===== src/sv/bswr_pkg.sv =====
package bswr_pkg;

  localparam int OpW  = 3;
  localparam int ValW = 8;
  localparam int NW   = 6;
  localparam int StW  = 2;
  localparam int CapW = 6;

  localparam logic [OpW-1:0] OP_PUSH     = 3'd0;
  localparam logic [OpW-1:0] OP_POP      = 3'd1;
  localparam logic [OpW-1:0] OP_PEEK     = 3'd2;
  localparam logic [OpW-1:0] OP_DUP      = 3'd3;
  localparam logic [OpW-1:0] OP_ROT_UP   = 3'd4;
  localparam logic [OpW-1:0] OP_ROT_DOWN = 3'd5;
  localparam logic [OpW-1:0] OP_DUMP     = 3'd6;

  localparam logic [StW-1:0] ST_OK      = 2'd0;
  localparam logic [StW-1:0] ST_FULL    = 2'd1;
  localparam logic [StW-1:0] ST_EMPTY   = 2'd2;
  localparam logic [StW-1:0] ST_ROT_IGN = 2'd3;

  localparam logic [CapW-1:0] CAP_RESET = 6'd32;

  // controller -> datapath
  typedef struct packed {
    logic           push;           // store push value at count, count + 1
    logic           dup;            // store read data at count, count + 1
    logic           pop;            // count - 1
    logic           rd_top;         // read top, pointer to top
    logic           rd_next;        // read one below pointer, pointer - 1
    logic           rot_start;      // read first entry of the window
    logic           rot_down;       // direction taken at rot_start
    logic           tmp_ld;         // hold the displaced entry
    logic           rot_rd;         // read next source of the window
    logic           rot_wr;         // move read data into place, advance
    logic           rot_fin;        // drop the held entry into the last slot
    logic           emit_stat;      // result without data, last set
    logic [StW-1:0] stat;
    logic           emit_data;      // result carrying read data
    logic           last_at_bottom; // last flag follows pointer == 0
  } cmd_t;

  // datapath -> controller
  typedef struct packed {
    logic empty;
    logic full;
    logic rot_bad;
    logic rem_zero;
    logic at_bottom;
    logic out_free;
  } sts_t;

endpackage


===== src/sv/bswr_datapath.sv =====
module bswr_datapath #(
  parameter int DEPTH = 32
) (
  input  logic                   clk_i,
  input  logic                   rst_ni,
  input  logic                   cfg_valid_i,
  input  logic [bswr_pkg::CapW-1:0] cfg_data_i,
  input  logic [bswr_pkg::ValW-1:0] push_value_i,
  input  logic [bswr_pkg::NW-1:0]   rotate_count_i,
  input  bswr_pkg::cmd_t         cmd_i,
  output bswr_pkg::sts_t         sts_o,
  input  logic                   out_ready_i,
  output logic                   out_valid_o,
  output logic [bswr_pkg::StW-1:0]  status_o,
  output logic                   data_valid_o,
  output logic [bswr_pkg::ValW-1:0] data_byte_o,
  output logic                   last_o
);
  import bswr_pkg::*;

  localparam int AW = (DEPTH > 1) ? $clog2(DEPTH) : 1;
  localparam int CW = $clog2(DEPTH + 1);
  localparam int XW = (CW > NW) ? CW : NW;

  logic [ValW-1:0] mem [DEPTH];

  logic [CapW-1:0] cap_q;
  logic [CW-1:0]   count_q, count_d, count_m1;
  logic [AW-1:0]   ptr_q, dst_q, rem_q, dst_next;
  logic            dir_q;
  logic [ValW-1:0] tmp_q, rd_data_q;

  logic [XW-1:0]   cap_x, cap_used, count_x, n_x, base_x, rem_x;
  logic [AW-1:0]   top_addr, base_addr;

  logic            wr_en, rd_en;
  logic [AW-1:0]   wr_addr, rd_addr;
  logic [ValW-1:0] wr_data;

  logic            out_valid_q, out_free;
  logic [StW-1:0]  status_q;
  logic            dv_q, last_q;
  logic [ValW-1:0] byte_q;

  always_comb begin
    cap_x   = XW'(cap_q);
    count_x = XW'(count_q);
    n_x     = XW'(rotate_count_i);
    if (cap_x == '0) begin
      cap_used = XW'(1);
    end else if (cap_x > XW'(DEPTH)) begin
      cap_used = XW'(DEPTH);
    end else begin
      cap_used = cap_x;
    end
    count_m1  = count_q - CW'(1);
    top_addr  = count_m1[AW-1:0];
    base_x    = count_x - n_x;
    base_addr = base_x[AW-1:0];
    rem_x     = n_x - XW'(1);
    dst_next  = dir_q ? (dst_q + AW'(1)) : (dst_q - AW'(1));
  end

  assign out_free = !out_valid_q || out_ready_i;

  assign sts_o.empty     = (count_q == '0);
  assign sts_o.full      = (count_x >= cap_used);
  assign sts_o.rot_bad   = (n_x < XW'(2)) || (n_x > cap_used) || (n_x > count_x);
  assign sts_o.rem_zero  = (rem_q == '0);
  assign sts_o.at_bottom = (ptr_q == '0);
  assign sts_o.out_free  = out_free;

  // single write port, single registered read port
  always_comb begin
    wr_en   = 1'b1;
    wr_addr = count_q[AW-1:0];
    wr_data = push_value_i;
    if (cmd_i.push) begin
      wr_data = push_value_i;
    end else if (cmd_i.dup) begin
      wr_data = rd_data_q;
    end else if (cmd_i.rot_wr) begin
      wr_addr = dst_q;
      wr_data = rd_data_q;
    end else if (cmd_i.rot_fin) begin
      wr_addr = dst_q;
      wr_data = tmp_q;
    end else begin
      wr_en = 1'b0;
    end

    rd_en   = 1'b1;
    rd_addr = top_addr;
    if (cmd_i.rd_top) begin
      rd_addr = top_addr;
    end else if (cmd_i.rd_next) begin
      rd_addr = ptr_q - AW'(1);
    end else if (cmd_i.rot_start) begin
      rd_addr = cmd_i.rot_down ? base_addr : top_addr;
    end else if (cmd_i.rot_rd) begin
      rd_addr = dst_next;
    end else begin
      rd_en = 1'b0;
    end
  end

  always_ff @(posedge clk_i) begin
    if (wr_en) begin
      mem[wr_addr] <= wr_data;
    end
    if (rd_en) begin
      rd_data_q <= mem[rd_addr];
    end
  end

  always_comb begin
    count_d = count_q;
    if (cmd_i.push || cmd_i.dup) begin
      count_d = count_q + CW'(1);
    end else if (cmd_i.pop) begin
      count_d = count_m1;
    end
  end

  always_ff @(posedge clk_i or negedge rst_ni) begin
    if (!rst_ni) begin
      cap_q   <= CAP_RESET;
      count_q <= '0;
    end else begin
      if (cfg_valid_i) begin
        cap_q <= cfg_data_i;
      end
      count_q <= count_d;
    end
  end

  // walk pointers and held entry
  always_ff @(posedge clk_i) begin
    if (cmd_i.rd_top) begin
      ptr_q <= top_addr;
    end else if (cmd_i.rd_next) begin
      ptr_q <= ptr_q - AW'(1);
    end
    if (cmd_i.rot_start) begin
      dst_q <= cmd_i.rot_down ? base_addr : top_addr;
      rem_q <= rem_x[AW-1:0];
      dir_q <= cmd_i.rot_down;
    end else if (cmd_i.rot_wr) begin
      dst_q <= dst_next;
      rem_q <= rem_q - AW'(1);
    end
    if (cmd_i.tmp_ld) begin
      tmp_q <= rd_data_q;
    end
  end

  // output register
  always_ff @(posedge clk_i or negedge rst_ni) begin
    if (!rst_ni) begin
      out_valid_q <= 1'b0;
    end else if (cmd_i.emit_stat || cmd_i.emit_data) begin
      out_valid_q <= 1'b1;
    end else if (out_ready_i) begin
      out_valid_q <= 1'b0;
    end
  end

  always_ff @(posedge clk_i) begin
    if (cmd_i.emit_stat) begin
      status_q <= cmd_i.stat;
      dv_q     <= 1'b0;
      byte_q   <= '0;
      last_q   <= 1'b1;
    end else if (cmd_i.emit_data) begin
      status_q <= ST_OK;
      dv_q     <= 1'b1;
      byte_q   <= rd_data_q;
      last_q   <= cmd_i.last_at_bottom ? (ptr_q == '0) : 1'b1;
    end
  end

  assign out_valid_o  = out_valid_q;
  assign status_o     = status_q;
  assign data_valid_o = dv_q;
  assign data_byte_o  = byte_q;
  assign last_o       = last_q;

endmodule


===== src/sv/bswr_ctrl.sv =====
module bswr_ctrl (
  input  logic                     clk_i,
  input  logic                     rst_ni,
  input  logic                     in_valid_i,
  output logic                     in_ready_o,
  input  logic [bswr_pkg::OpW-1:0] op_i,
  input  bswr_pkg::sts_t           sts_i,
  output bswr_pkg::cmd_t           cmd_o
);
  import bswr_pkg::*;

  localparam logic [2:0] S_IDLE    = 3'd0;
  localparam logic [2:0] S_TOP     = 3'd1;
  localparam logic [2:0] S_ROT_TMP = 3'd2;
  localparam logic [2:0] S_ROT_RD  = 3'd3;
  localparam logic [2:0] S_ROT_WR  = 3'd4;
  localparam logic [2:0] S_DUMP    = 3'd5;

  logic [2:0]     state_q, state_d;
  logic [OpW-1:0] op_q, op_d;
  logic           accept;

  assign in_ready_o = (state_q == S_IDLE) && sts_i.out_free;
  assign accept     = in_valid_i && in_ready_o;

  always_comb begin
    state_d = state_q;
    op_d    = op_q;
    cmd_o   = '0;
    unique case (state_q)
      S_IDLE: begin
        if (accept) begin
          op_d = op_i;
          unique case (op_i) inside
            OP_PUSH: begin
              cmd_o.emit_stat = 1'b1;
              if (sts_i.full) begin
                cmd_o.stat = ST_FULL;
              end else begin
                cmd_o.stat = ST_OK;
                cmd_o.push = 1'b1;
              end
            end
            OP_POP, OP_PEEK: begin
              if (sts_i.empty) begin
                cmd_o.emit_stat = 1'b1;
                cmd_o.stat      = ST_EMPTY;
              end else begin
                cmd_o.rd_top = 1'b1;
                state_d      = S_TOP;
              end
            end
            OP_DUP: begin
              if (sts_i.empty) begin
                cmd_o.emit_stat = 1'b1;
                cmd_o.stat      = ST_EMPTY;
              end else if (sts_i.full) begin
                cmd_o.emit_stat = 1'b1;
                cmd_o.stat      = ST_FULL;
              end else begin
                cmd_o.rd_top = 1'b1;
                state_d      = S_TOP;
              end
            end
            OP_ROT_UP, OP_ROT_DOWN: begin
              if (sts_i.rot_bad) begin
                cmd_o.emit_stat = 1'b1;
                cmd_o.stat      = ST_ROT_IGN;
              end else begin
                cmd_o.rot_start = 1'b1;
                cmd_o.rot_down  = (op_i == OP_ROT_DOWN);
                state_d         = S_ROT_TMP;
              end
            end
            OP_DUMP: begin
              if (sts_i.empty) begin
                cmd_o.emit_stat = 1'b1;
                cmd_o.stat      = ST_EMPTY;
              end else begin
                cmd_o.rd_top = 1'b1;
                state_d      = S_DUMP;
              end
            end
            default: begin
              cmd_o.emit_stat = 1'b1;
              cmd_o.stat      = ST_OK;
            end
          endcase
        end
      end
      // top entry sits in the read register; output slot is still free
      S_TOP: begin
        if (op_q == OP_DUP) begin
          cmd_o.dup       = 1'b1;
          cmd_o.emit_stat = 1'b1;
          cmd_o.stat      = ST_OK;
        end else begin
          cmd_o.emit_data = 1'b1;
          cmd_o.pop       = (op_q == OP_POP);
        end
        state_d = S_IDLE;
      end
      S_ROT_TMP: begin
        cmd_o.tmp_ld = 1'b1;
        state_d      = S_ROT_RD;
      end
      S_ROT_RD: begin
        if (sts_i.rem_zero) begin
          cmd_o.rot_fin   = 1'b1;
          cmd_o.emit_stat = 1'b1;
          cmd_o.stat      = ST_OK;
          state_d         = S_IDLE;
        end else begin
          cmd_o.rot_rd = 1'b1;
          state_d      = S_ROT_WR;
        end
      end
      S_ROT_WR: begin
        cmd_o.rot_wr = 1'b1;
        state_d      = S_ROT_RD;
      end
      // one entry per transfer, next read issued alongside
      S_DUMP: begin
        if (sts_i.out_free) begin
          cmd_o.emit_data      = 1'b1;
          cmd_o.last_at_bottom = 1'b1;
          if (sts_i.at_bottom) begin
            state_d = S_IDLE;
          end else begin
            cmd_o.rd_next = 1'b1;
          end
        end
      end
      default: begin
        state_d = S_IDLE;
      end
    endcase
  end

  always_ff @(posedge clk_i or negedge rst_ni) begin
    if (!rst_ni) begin
      state_q <= S_IDLE;
      op_q    <= OP_PUSH;
    end else begin
      state_q <= state_d;
      op_q    <= op_d;
    end
  end

endmodule


===== src/sv/byte_stack_with_rotate_top.sv =====
// Bounded byte stack with duplicate and rotate.
// Commands come in on the s_axis channel (operation in tuser, push value and
// rotate count in tdata); each produces results on the m_axis channel
// (status and data-valid flag in tuser, entry byte in tdata, tlast on the
// final result of a command). cfg_valid_i/cfg_data_i writes the capacity
// limit (clamped to 1..DEPTH); write it only while the stack is idle.
// One command is in flight at a time; s_axis_tready is high when the
// controller is idle and the output register is empty or being drained.
// Steps per command, from accept to result loaded in the output register:
//   push, rejects, ignored rotates, unknown codes: loaded at accept
//   pop, peek, duplicate: registered read of the top entry, then the result
//   rotate of n entries: hold the displaced entry, one read and one write
//     per moved entry on the single-port stack memory, drop the held entry
//   dump of c entries: one result per cycle while the receiver takes it
// A stalled receiver holds the output register and stops the dump walk.
// Reset empties the stack and sets the capacity limit to 32; no clearing
// pass is needed, entries above the count are never read.
module byte_stack_with_rotate_top #(
  parameter int DEPTH = 32
) (
  input  logic        clk_i,
  input  logic        rst_ni,
  input  logic        cfg_valid_i,
  output logic        cfg_ready_o,
  input  logic [5:0]  cfg_data_i,     // capacity_limit
  input  logic        s_axis_tvalid,
  output logic        s_axis_tready,
  input  logic [15:0] s_axis_tdata,   // [7:0] push_value, [13:8] rotate_count
  input  logic [2:0]  s_axis_tuser,   // [2:0] operation
  output logic        m_axis_tvalid,
  input  logic        m_axis_tready,
  output logic [7:0]  m_axis_tdata,   // [7:0] data_byte
  output logic [2:0]  m_axis_tuser,   // [1:0] status, [2] data_valid
  output logic        m_axis_tlast
);
  import bswr_pkg::*;

  cmd_t           cmd;
  sts_t           sts;
  logic [StW-1:0] status;
  logic           data_valid;

  assign cfg_ready_o = 1'b1;

  bswr_ctrl u_ctrl (
    .clk_i      (clk_i),
    .rst_ni     (rst_ni),
    .in_valid_i (s_axis_tvalid),
    .in_ready_o (s_axis_tready),
    .op_i       (s_axis_tuser),
    .sts_i      (sts),
    .cmd_o      (cmd)
  );

  bswr_datapath #(
    .DEPTH (DEPTH)
  ) u_dp (
    .clk_i          (clk_i),
    .rst_ni         (rst_ni),
    .cfg_valid_i    (cfg_valid_i),
    .cfg_data_i     (cfg_data_i),
    .push_value_i   (s_axis_tdata[7:0]),
    .rotate_count_i (s_axis_tdata[13:8]),
    .cmd_i          (cmd),
    .sts_o          (sts),
    .out_ready_i    (m_axis_tready),
    .out_valid_o    (m_axis_tvalid),
    .status_o       (status),
    .data_valid_o   (data_valid),
    .data_byte_o    (m_axis_tdata),
    .last_o         (m_axis_tlast)
  );

  assign m_axis_tuser = {data_valid, status};

endmodule


===== config.mk =====
export PLATFORM = sky130hd
export DESIGN_NAME = byte_stack_with_rotate_top
export DESIGN_NICKNAME = d
export VERILOG_FILES = /design/src/sv/bswr_pkg.sv /design/src/sv/bswr_datapath.sv /design/src/sv/bswr_ctrl.sv /design/src/sv/byte_stack_with_rotate_top.sv
export SDC_FILE = /design/constraint.sdc
export NUM_CORES = 1
export LEC_CHECK = 0
export ABC_AREA = 1
export BUFFER_PORTS_ARGS = -buffer_cell sky130_fd_sc_hd__buf_4
export CELL_PAD_IN_SITES_DETAIL_PLACEMENT = 0
export CELL_PAD_IN_SITES_GLOBAL_PLACEMENT = 1
export CORE_MARGIN = 10
export CORE_UTILIZATION = 45
export CTS_BUF_LIST = sky130_fd_sc_hd__clkbuf_8
export DETAILED_ROUTE_END_ITERATION = 8
export PLACE_DENSITY_LB_ADDON = 0.1
export RECOVER_POWER = 100
export SYNTH_ARGS = -nofsm -noshare
export SYNTH_HDL_FRONTEND = slang
export SYNTH_HIERARCHICAL = 1
export SYNTH_SLANG_ARGS = --single-unit

===== constraint.sdc =====
create_clock -name clk_i -period 6.2 [get_ports clk_i]
set_input_delay 0.93 -clock clk_i [delete_from_list [all_inputs] [get_ports clk_i]]
set_output_delay 0.93 -clock clk_i [all_outputs]
set_load 0.02 [all_outputs]

### Yosys cells after proc, flatten, opt, wreduce, memory -nomap -nowiden

Memory sizes are Yosys's and may differ from the RTL's. A register that Yosys moved wholly into a read port is not among the register bits.
Cells that the tools add are included.

| storage, ports and cells | value |
|---|---|
| ROM bits | 0 |
| output and inout bits | 15 |
| bits in registers | 55 |
| bits in latches | 0 |
| logic and storage cells | 163 |
| memories kept | 1 |
| bits in writable memories | 256 |

| operators by class | value |
|---|---|
| add/subtract/negate cells | 8 |
| mux-type cells | 88 |
| multipliers | 0 |
| magnitude comparators | 5 |
| equality and inequality tests | 22 |
| divide/modulo/power cells | 0 |
| bitwise gates (word level) | 0 |
| reductions and logical operators | 25 |
| shifts and indexed selects | 0 |

Memories:

| memory | depth | width | rd ports | clocked after memory_dff | wr ports | RTL line | text |
|---|---|---|---|---|---|---|---|
| u_dp.mem | 32 | 8 | 1 | 1 | 1 | bswr_datapath.sv:25 | `logic [ValW-1:0] mem [DEPTH];` |

Operators with widths:

| cell | number |
|---|---|
| two-way mux 5 bit | 16 |
| two-way mux 3 bit | 15 |
| case mux 3 bit (4 select lines) | 3 |
| two-way mux 1 bit | 34 |
| two-way mux 8 bit | 4 |
| two-way mux 6 bit | 4 |
| subtractor 5 x 1 -> 5 bit, second input constant | 4 |
| two-way mux 2 bit | 8 |
| == test 3 x 2 -> 1 bit, second input constant | 5 |
| == test 3 bit, second input constant | 5 |
| inequality test 3 bit, second input constant | 5 |
| greater-than comparator 6 bit | 2 |
| zero test 6 bit | 2 |
| zero test 5 bit | 2 |
| nonzero test 2 bit | 5 |
| == test 3 x 1 -> 1 bit, second input constant | 3 |
| case mux 3 bit (3 select lines) | 1 |
| AND reduction 9 bit | 1 |
| adder 6 x 1 -> 6 bit, second input constant | 1 |
| >= comparator 6 bit | 1 |
| greater-than comparator 6 bit, second input constant | 1 |
| zero test 3 bit | 2 |
| < comparator 6 x 2 -> 1 bit, second input constant | 1 |
| OR reduction 2 bit | 3 |
| other kinds (13) | 20 |

### Logic depth before layout (Yosys ltp)

Gate-level depths: netlist of run 1.

| logic depth | value |
|---|---|
| depth in word-level cells | 14 |
| depth in mapped cells | 30 |

### Hierarchy

The synthesis of run 1 kept the hierarchy.

Modules (own cells, without submodules):

| module | times used | sequential area each (um^2) | cells each | area each (um^2) |
|---|---|---|---|---|
| bswr_datapath | 1 | 9235.1 | 1316 | 14355.0 |
| bswr_ctrl | 1 | 150.1 | 90 | 560.5 |
| byte_stack_with_rotate_top | 1 | 0.0 | 3 | 18.8 |

### Worst setup path after synthesis of run 1

OpenSTA, ideal clock, no wires.

| timing path | value |
|---|---|
| kind | reg2reg |
| start point | register u_dp.cap_q[2] |
| end point | register u_dp.rd_data_q[7], read port of u_dp.mem (data pin) |
| period minus slack after synthesis | 3.795 ns |
| data arrival time | 3.541 ns |
| path slack | 2.405 ns |
| path buffers | 3 |
| cell stages (with the launch flop) | 30 |
| cells stage by stage | dfrtp_1 > nor3_1 > nand3_1 > nand2_1 > nand2_1 > ha_1 > a21boi_0 > o21a_1 > o21a_1 > o21a_1 > o21ai_0 > nand2_1 > nor2_1 > nand2_1 > nand2_1 > nand3b_1 > nor2_1 > buf_4 > nand2_1 > nand2_1 > nor2_1 > o21bai_4 > buf_6 > buf_6 > nand2_1 > nand3_1 > nand3_1 > nand3_1 > nand3_1 > nand2_1 |

RTL lines:

| element | RTL line | text |
|---|---|---|
| from (decl) | bswr_datapath.sv:27 | `logic [CapW-1:0] cap_q;` |
| from (signal assigned) | bswr_datapath.sv:131 | `cap_q <= cfg_data_i;` |
| to (decl) | bswr_datapath.sv:31 | `logic [ValW-1:0] tmp_q, rd_data_q;` |

==> run metrics, run 1 <==
RSZ-0062 raised after global routing=no; Die W=202 um; Worst IR Drop VDD=0.000513 V; core area=32,600 um^2; number of flops mapped to enable cells by yosys=290; worst path arrival time=5.85 ns; die area=40,900 um^2; row count=66; PostCTS Resize Cnt=0; Async S/R FF share, synth=0.0596; status=completed; Die Y=202 um; Place WS=0.837 ns; Hold Startpoint=u_dp/rd_data_q[3]$_DFFE_PP_; clk root buf=clkbuf_8; final worst slack=0.784 ns; CTS Buffer Depth=3; most frequent cells in the layout=399 x nand3_1, 290 x edfxtp_1, 267 x nand2_1; initial antenna violation count=0; Max Clock Skew=0.0321 ns; FF+latch area=9390 um^2; cells on worst reg2reg path=27; layout cell share with drive strength beyond 1=0.0892; Port Buffers=41; Power Density=536 nW/um^2; hold path depth=0; Critical Path Start Type=flop; CP endpoint kind=flop; most common cell after layout, fill and taps aside=nand3_1; Antenna Cells=0; residual DRC count=0; Netlist cell types=51; worst r2r src=u_dp/cap_q[2]$_DFFE_PN0P_; IO Pins=45; Area growth, synth to finish=9.96%; total routed wirelength=39,400 um; H-tree levels=2; multi-input combinational cell area=4730 um^2; # nets final=1,509; slowest stage delay, CP=0.76 ns; Req. time, crit path=6.63 ns; setup TNS=0 ns; number of global-route vias before repair=10.2k; slew margin rel.=0.0417; Worst Max-Slew Pin Slew=1.44 ns; Seq cells post-synth=319; WL/cell=20.4 um; Final setup viols=0; worst reg2reg setup slack=0.78 ns; global-route wire length before repair=60,200 um; post-CTS setup buffer count=0; CTS tree=yes; area leader, netlist=edfxtp_1; gr ovfl total=0; ranking of synthesized cells by area=edfxtp_1 58%, nand3_1 13%, nand2_1 6.6%; critical path's slowest cell=buf_4; Synth Warn #=6; RD Place Congestion=0.821; clock latency on the worst-skew pair=0.61 ns; worst-path maximum fanout=90; area of the mapped netlist=14,900 um^2; largest net degree at the start of global routing=129; min-delay worst type=flop to flop; post-route clock period utilization=0.874; Clock transition at path regs=0.06 ns; post-route ant nets=0; Max Cap Viol=0; DRT iter0 DRCs=929; Tot GR Track Use=0.189; Syn Nets=1,472; Mapped Cells=1,409; final hold viol count=0; first-pass detailed-route iteration total=7; post-layout util=0.503; Fmax achieved=185 MHz; sequential element share of the synthesized area=0.628; syn_area_per_cell=10.6 um^2; Leak=6.25 nW; Fillers=3,018; Yosys top cell area share=0.583; crit path kind=flop to flop; CTS Buf Count=54; Initial Util=0.458; dpl hpwl=23,900 um; clock period minus worst slack=5.42 ns; hold path endpoint=u_dp/tmp_q[3]$_DFFE_PP_; top_reg_cell synth=edfxtp_1; CTS Sinks=319; Vias/cell=5.47; post-cts hold buffer count=0; via count=10.6k; Max Slew Vio Count=0; R2R Path End=u_dp/rd_data_q[6]$_DFFE_PP_
synth_stat cells (all sizes together) (3+ instances only):
| master | number |
|---|---|
| clkbuf | 7 |
| o21bai | 4 |
| dfxtp | 10 |
| nand2 | 268 |
| xnor2 | 3 |
| edfxtp | 290 |
| a21oi | 16 |
| nand3 | 402 |
| nor2 | 82 |
| xor2 | 9 |
| o21ai | 53 |
| nand4 | 4 |
| o22ai | 3 |
| o21a | 5 |
| ha | 31 |
| o211ai | 3 |
| nor3 | 13 |
| buf | 67 |
| inv | 90 |
| dfrtp | 18 |
| mux2 | 11 |
sequential cells by signal (all words and copies together), names as in the netlist, 2 cells and up:
signal and count:
u_dp/mem 256, u_dp/data_byte_o 8, u_dp/rd_data_q 8, u_dp/tmp_q 8, u_dp/cap_q 6, u_dp/count_q 6
u_dp/dst_q 5, u_dp/ptr_q 5, u_dp/rem_q 5, u_ctrl/op_q 3, u_ctrl/state_q 3, u_dp/status_o 2
kinds of logic after synthesis:
| family | Yosys count | synth area share |
|---|---|---|
| and+or+nand+nor | 777 | 0.238 |
| muxes | 11 | 0.00829 |
| buffers and inverters | 165 | 0.0537 |
| DFF | 319 | 0.628 |
| AOI/OAI and AO/OA | 91 | 0.0359 |
| other | 1 | 0.000251 |
| adders and majority gates | 33 | 0.0287 |
| xor gates and xnor gates | 12 | 0.00704 |
routing by layer:
metal  up-vias  part of all wire  track usage
li1       5068                 -            -
met1      5132              0.45        0.258
met2       305              0.46        0.297
met3        73             0.064       0.0307
met4         0             0.031       0.0701
met5         -                 0            0
report_power, final:
part           leakage, nW  internal, mW  switching (mW)
Clock                0.576         0.935           0.846
Sequential            2.92          2.71           0.114
Combinational         2.75          1.17            3.03
final cells by class:
class	instances	area share
clock buffer	57	0.0478
clock inverter	44	0.0145
inverter	91	0.0209
multi-input combinational	925	0.288
timing repair buffer	55	0.0235
sequential	319	0.572
tap	442	0.0337
through the flow:
stage / instances / hold slack, ns / cell area [um^2] / power (mW)
final: 1933 / 0.446 / 16400 / 8.81
after global routing: 1933 / 0.461 / 16400 / 9.41
after CTS: 1933 / 0.166 / 16500 / 8.89
after detailed placement: 1832 / 0.437 / 15500 / 7.09
after global placement: 1832 / 0.438 / 15500 / 7.05
after floorplan: 1409 / 0.426 / 14900 / 5.78
how the worst max path moves through the flow:
stage	startpoint	endpoint	cells after the start
4_1_cts	u_dp/cap_q[2]$_DFFE_PN0P_	u_dp/mem[31][4]$_DFFE_PP_	18
2_1_floorplan	u_dp/cap_q[2]$_DFFE_PN0P_	u_dp/rd_data_q[7]$_DFFE_PP_	29
3_5_place_dp	s_axis_tdata[9]	u_dp/rd_data_q[6]$_DFFE_PP_	22
5_1_grt	u_dp/cap_q[2]$_DFFE_PN0P_	u_dp/mem[7][6]$_DFFE_PP_	18
6_report	u_dp/cap_q[2]$_DFFE_PN0P_	u_dp/rd_data_q[6]$_DFFE_PP_	27
3_3_place_gp	s_axis_tdata[9]	u_dp/rd_data_q[5]$_DFFE_PP_	22
critical path, delay by kind of cell, from the launching register on:
kind | cells | cell delay, ns
buf+inv | 3 | 1.09
compound gates | 5 | 0.62
simple gates | 18 | 2.76
fa+ha+maj | 1 | 0.29
flops | 1 | 0.39
Note: power is estimated with default switching activity, not from simulation.
==> run 2, diff against run 1 <==
--- a/config.mk
+++ b/config.mk
@@ -10,7 +10,7 @@
 export CELL_PAD_IN_SITES_DETAIL_PLACEMENT = 0
 export CELL_PAD_IN_SITES_GLOBAL_PLACEMENT = 1
 export CORE_MARGIN = 10
-export CORE_UTILIZATION = 45
+export CORE_UTILIZATION = 32
 export CTS_BUF_LIST = sky130_fd_sc_hd__clkbuf_8
 export DETAILED_ROUTE_END_ITERATION = 8
 export PLACE_DENSITY_LB_ADDON = 0.1
==> run 2 against run 1 <==
Net effect: the flow now finishes with violations (capacitance limit, slew limit); final area up 2.3%; largest cell class unchanged; routed wire length is 7.7% higher; sequential share of layout area down 1.3 points; global-route usage is 3.9 points lower; register-to-register slack about the same; fmax rose by 0.12%; flip-flop and latch count stayed put; final cell count increased by 9.8%; clock power barely moved; worst hold slack got worse by 0.00094 ns.
==> run metrics, run 2 (same netlist as run 1, synthesis figures left out) <==
status=finished, violations left (was completed); row count=79 (was 66); clock period minus worst slack=5.41 ns (was 5.42 ns); total routed wirelength=42,500 um (was 39,400 um); Critical Path Start Type=flop (unchanged); Max Clock Skew=0.0214 ns (was 0.0321 ns); Max Slew Vio Count=25 (was 0); number of global-route vias before repair=10.5k (was 10.2k); post-route clock period utilization=0.872 (was 0.874); Area growth, synth to finish=12.5% (was 9.96%); # nets final=1,544 (was 1,509); via count=10.4k (was 10.6k); cells on worst reg2reg path=27 (unchanged); clk root buf=clkbuf_8 (unchanged); Worst Max-Slew Pin Slew=1.51 ns (was 1.44 ns); Fmax achieved=185 MHz (about the same); min-delay worst type=flop to flop (unchanged); setup TNS=0 ns (unchanged); CTS Buffer Depth=3 (unchanged); most frequent cells in the layout=400 x nand3_1, 290 x edfxtp_1, 267 x nand2_1 (was 399 x nand3_1, 290 x edfxtp_1, 267 x nand2_1); PostCTS Resize Cnt=0 (unchanged); IO Pins=45 (unchanged); Req. time, crit path=6.67 ns (was 6.63 ns); hold path depth=0 (unchanged); crit path kind=flop to flop (unchanged); Worst IR Drop VDD=0.000378 V (was 0.000513 V); Final setup viols=0 (unchanged); dpl hpwl=26,600 um (was 23,900 um); first-pass detailed-route iteration total=5 (was 7); Port Buffers=41 (unchanged); worst path arrival time=5.88 ns (was 5.85 ns); RSZ-0062 raised after global routing=no (unchanged); post-cts hold buffer count=0 (unchanged); Die Y=236 um (was 202 um); fin area=16,800 um^2 (was 16,400 um^2); CTS tree=yes (unchanged); most common cell after layout, fill and taps aside=nand3_1 (unchanged); gr ovfl total=0 (unchanged); initial antenna violation count=0 (unchanged); DRT iter0 DRCs=666 (was 929); final hold viol count=0 (unchanged); slew margin rel.=-0.00405 (was 0.0417); worst-path maximum fanout=27 (was 90); core area=46,400 um^2 (was 32,600 um^2); residual DRC count=0 (unchanged); failing checks=capacitance limit, slew limit; largest net degree at the start of global routing=74 (was 129); Clock transition at path regs=0.06 ns (about the same); Antenna Cells=0 (unchanged); post-CTS setup buffer count=0 (unchanged); Power Density=534 nW/um^2 (was 536 nW/um^2); CP endpoint kind=flop (unchanged); Max Cap Viol=1 (was 0); H-tree levels=2 (unchanged); max reg flops=256 (unchanged); layout cell share with drive strength beyond 1=0.0904 (was 0.0892); clock latency on the worst-skew pair=0.63 ns (was 0.61 ns); post-place instance area=16,000 um^2 (was 15,500 um^2); post-route ant nets=0 (unchanged); most flop-heavy register=u_dp/mem (unchanged); global-route wire length before repair=65,300 um (was 60,200 um); Vias/cell=4.92 (was 5.47); Tot GR Track Use=0.150 (was 0.189); Tot Pwr=8.97 mW (was 8.81 mW); RD Place Congestion=0.809 (was 0.821); Die W=236 um (was 202 um); die area=55,700 um^2 (was 40,900 um^2); Fillers=4,784 (was 3,018); final cell count without fillers=2,123 (was 1,933); Initial Util=0.322 (was 0.458); CTS Sinks=319 (unchanged); CTS Buf Count=58 (was 54); WL/cell=20.0 um (was 20.4 um); placed cell count=2,028 (was 1,832); Leak=6.34 nW (was 6.25 nW)
[run 2: cell types whose count changed in the layout (fill, tap and decap cells not counted), moves of 2 or more]
cell / previous run / this run
clkinv_1: 20 / 10
inv_1: 96 / 103
clkbuf_8: 57 / 59
buf_12: 3 / 8
clkinv_2: 7 / 3
buf_4: 35 / 37
clkbuf_1: 17 / 41
[run 2: area by class of cell]
class	count	area, um^2	area share
inverter	91	347	0.0206
timing repair buffer	86	592	0.0352
multi-input combinational	925	4730	0.281
clock inverter	36	176	0.0105
sequential	319	9390	0.559
tap	607	759	0.0452
clock buffer	59	812	0.0483
[run 2: critical path, cell delays in order (launching register included)]
cell      delay [ns]
dfrtp_1         0.39
nor3_1          0.18
nand3_1         0.11
a21oi_1         0.27
ha_1            0.29
inv_1           0.05
a21boi_0        0.07
o21a_1          0.18
o21a_1          0.16
o21a_1          0.16
o21ai_0         0.14
nand2_1         0.14
nor2_1          0.11
nand2_1         0.06
nand2_1         0.08
nand3b_1        0.09
nor2_1          0.15
buf_4           0.21
nor2_1          0.17
nor2_1          0.37
o21bai_2        0.64
buf_4           0.40
nand2_1         0.08
nand3_1         0.08
nand3_1         0.16
nand3_1         0.19
nand3_1         0.14
nand2_1         0.15
[run 2: where the power goes]
group	total, mW	switching, mW	internal [mW]	leakage [nW]
Combinational	4.38	3.10	1.27	2.84
Clock	1.77	0.862	0.910	0.582
Sequential	2.82	0.113	2.71	2.92
Total	8.97	4.08	4.89	6.34
[run 2: worst paths after layout]
kind	from	end	slack [ns]
hold / removal	u_dp/rd_data_q[3]$_DFFE_PP_	u_dp/tmp_q[3]$_DFFE_PP_	0.45
setup / recovery	u_dp/cap_q[2]$_DFFE_PN0P_	u_dp/rd_data_q[2]$_DFFE_PP_	0.79
max in group asynchronous	rst_ni	u_ctrl/state_q[2]$_DFFE_PN0P_	4.93
hold reg to reg	u_dp/rd_data_q[3]$_DFFE_PP_	u_dp/tmp_q[3]$_DFFE_PP_	0.45
setup reg to reg	u_dp/cap_q[2]$_DFFE_PN0P_	u_dp/rd_data_q[2]$_DFFE_PP_	0.79
min in group asynchronous	rst_ni	u_dp/count_q[0]$_DFFE_PN0P_	0.54
[run 2: per-layer routing]
layer / vias up / share of wire / track usage
li1: 5131 / - / -
met1: 5046 / 0.50 / 0.218
met2: 212 / 0.44 / 0.224
met3: 54 / 0.043 / 0.0257
met4: 0 / 0.017 / 0.0420
met5: - / 0 / 0
[run 2: through the flow]
step / setup WS [ns] / hold WS (ns) / utilization
2_1_floorplan: 2.41 / 0.426 / -
3_3_place_gp: 0.853 / 0.435 / 0.345
3_5_place_dp: 0.831 / 0.436 / 0.345
4_1_cts: 0.919 / 0.139 / 0.367
5_1_grt: 0.349 / 0.462 / 0.362
6_report: 0.791 / 0.445 / 0.362
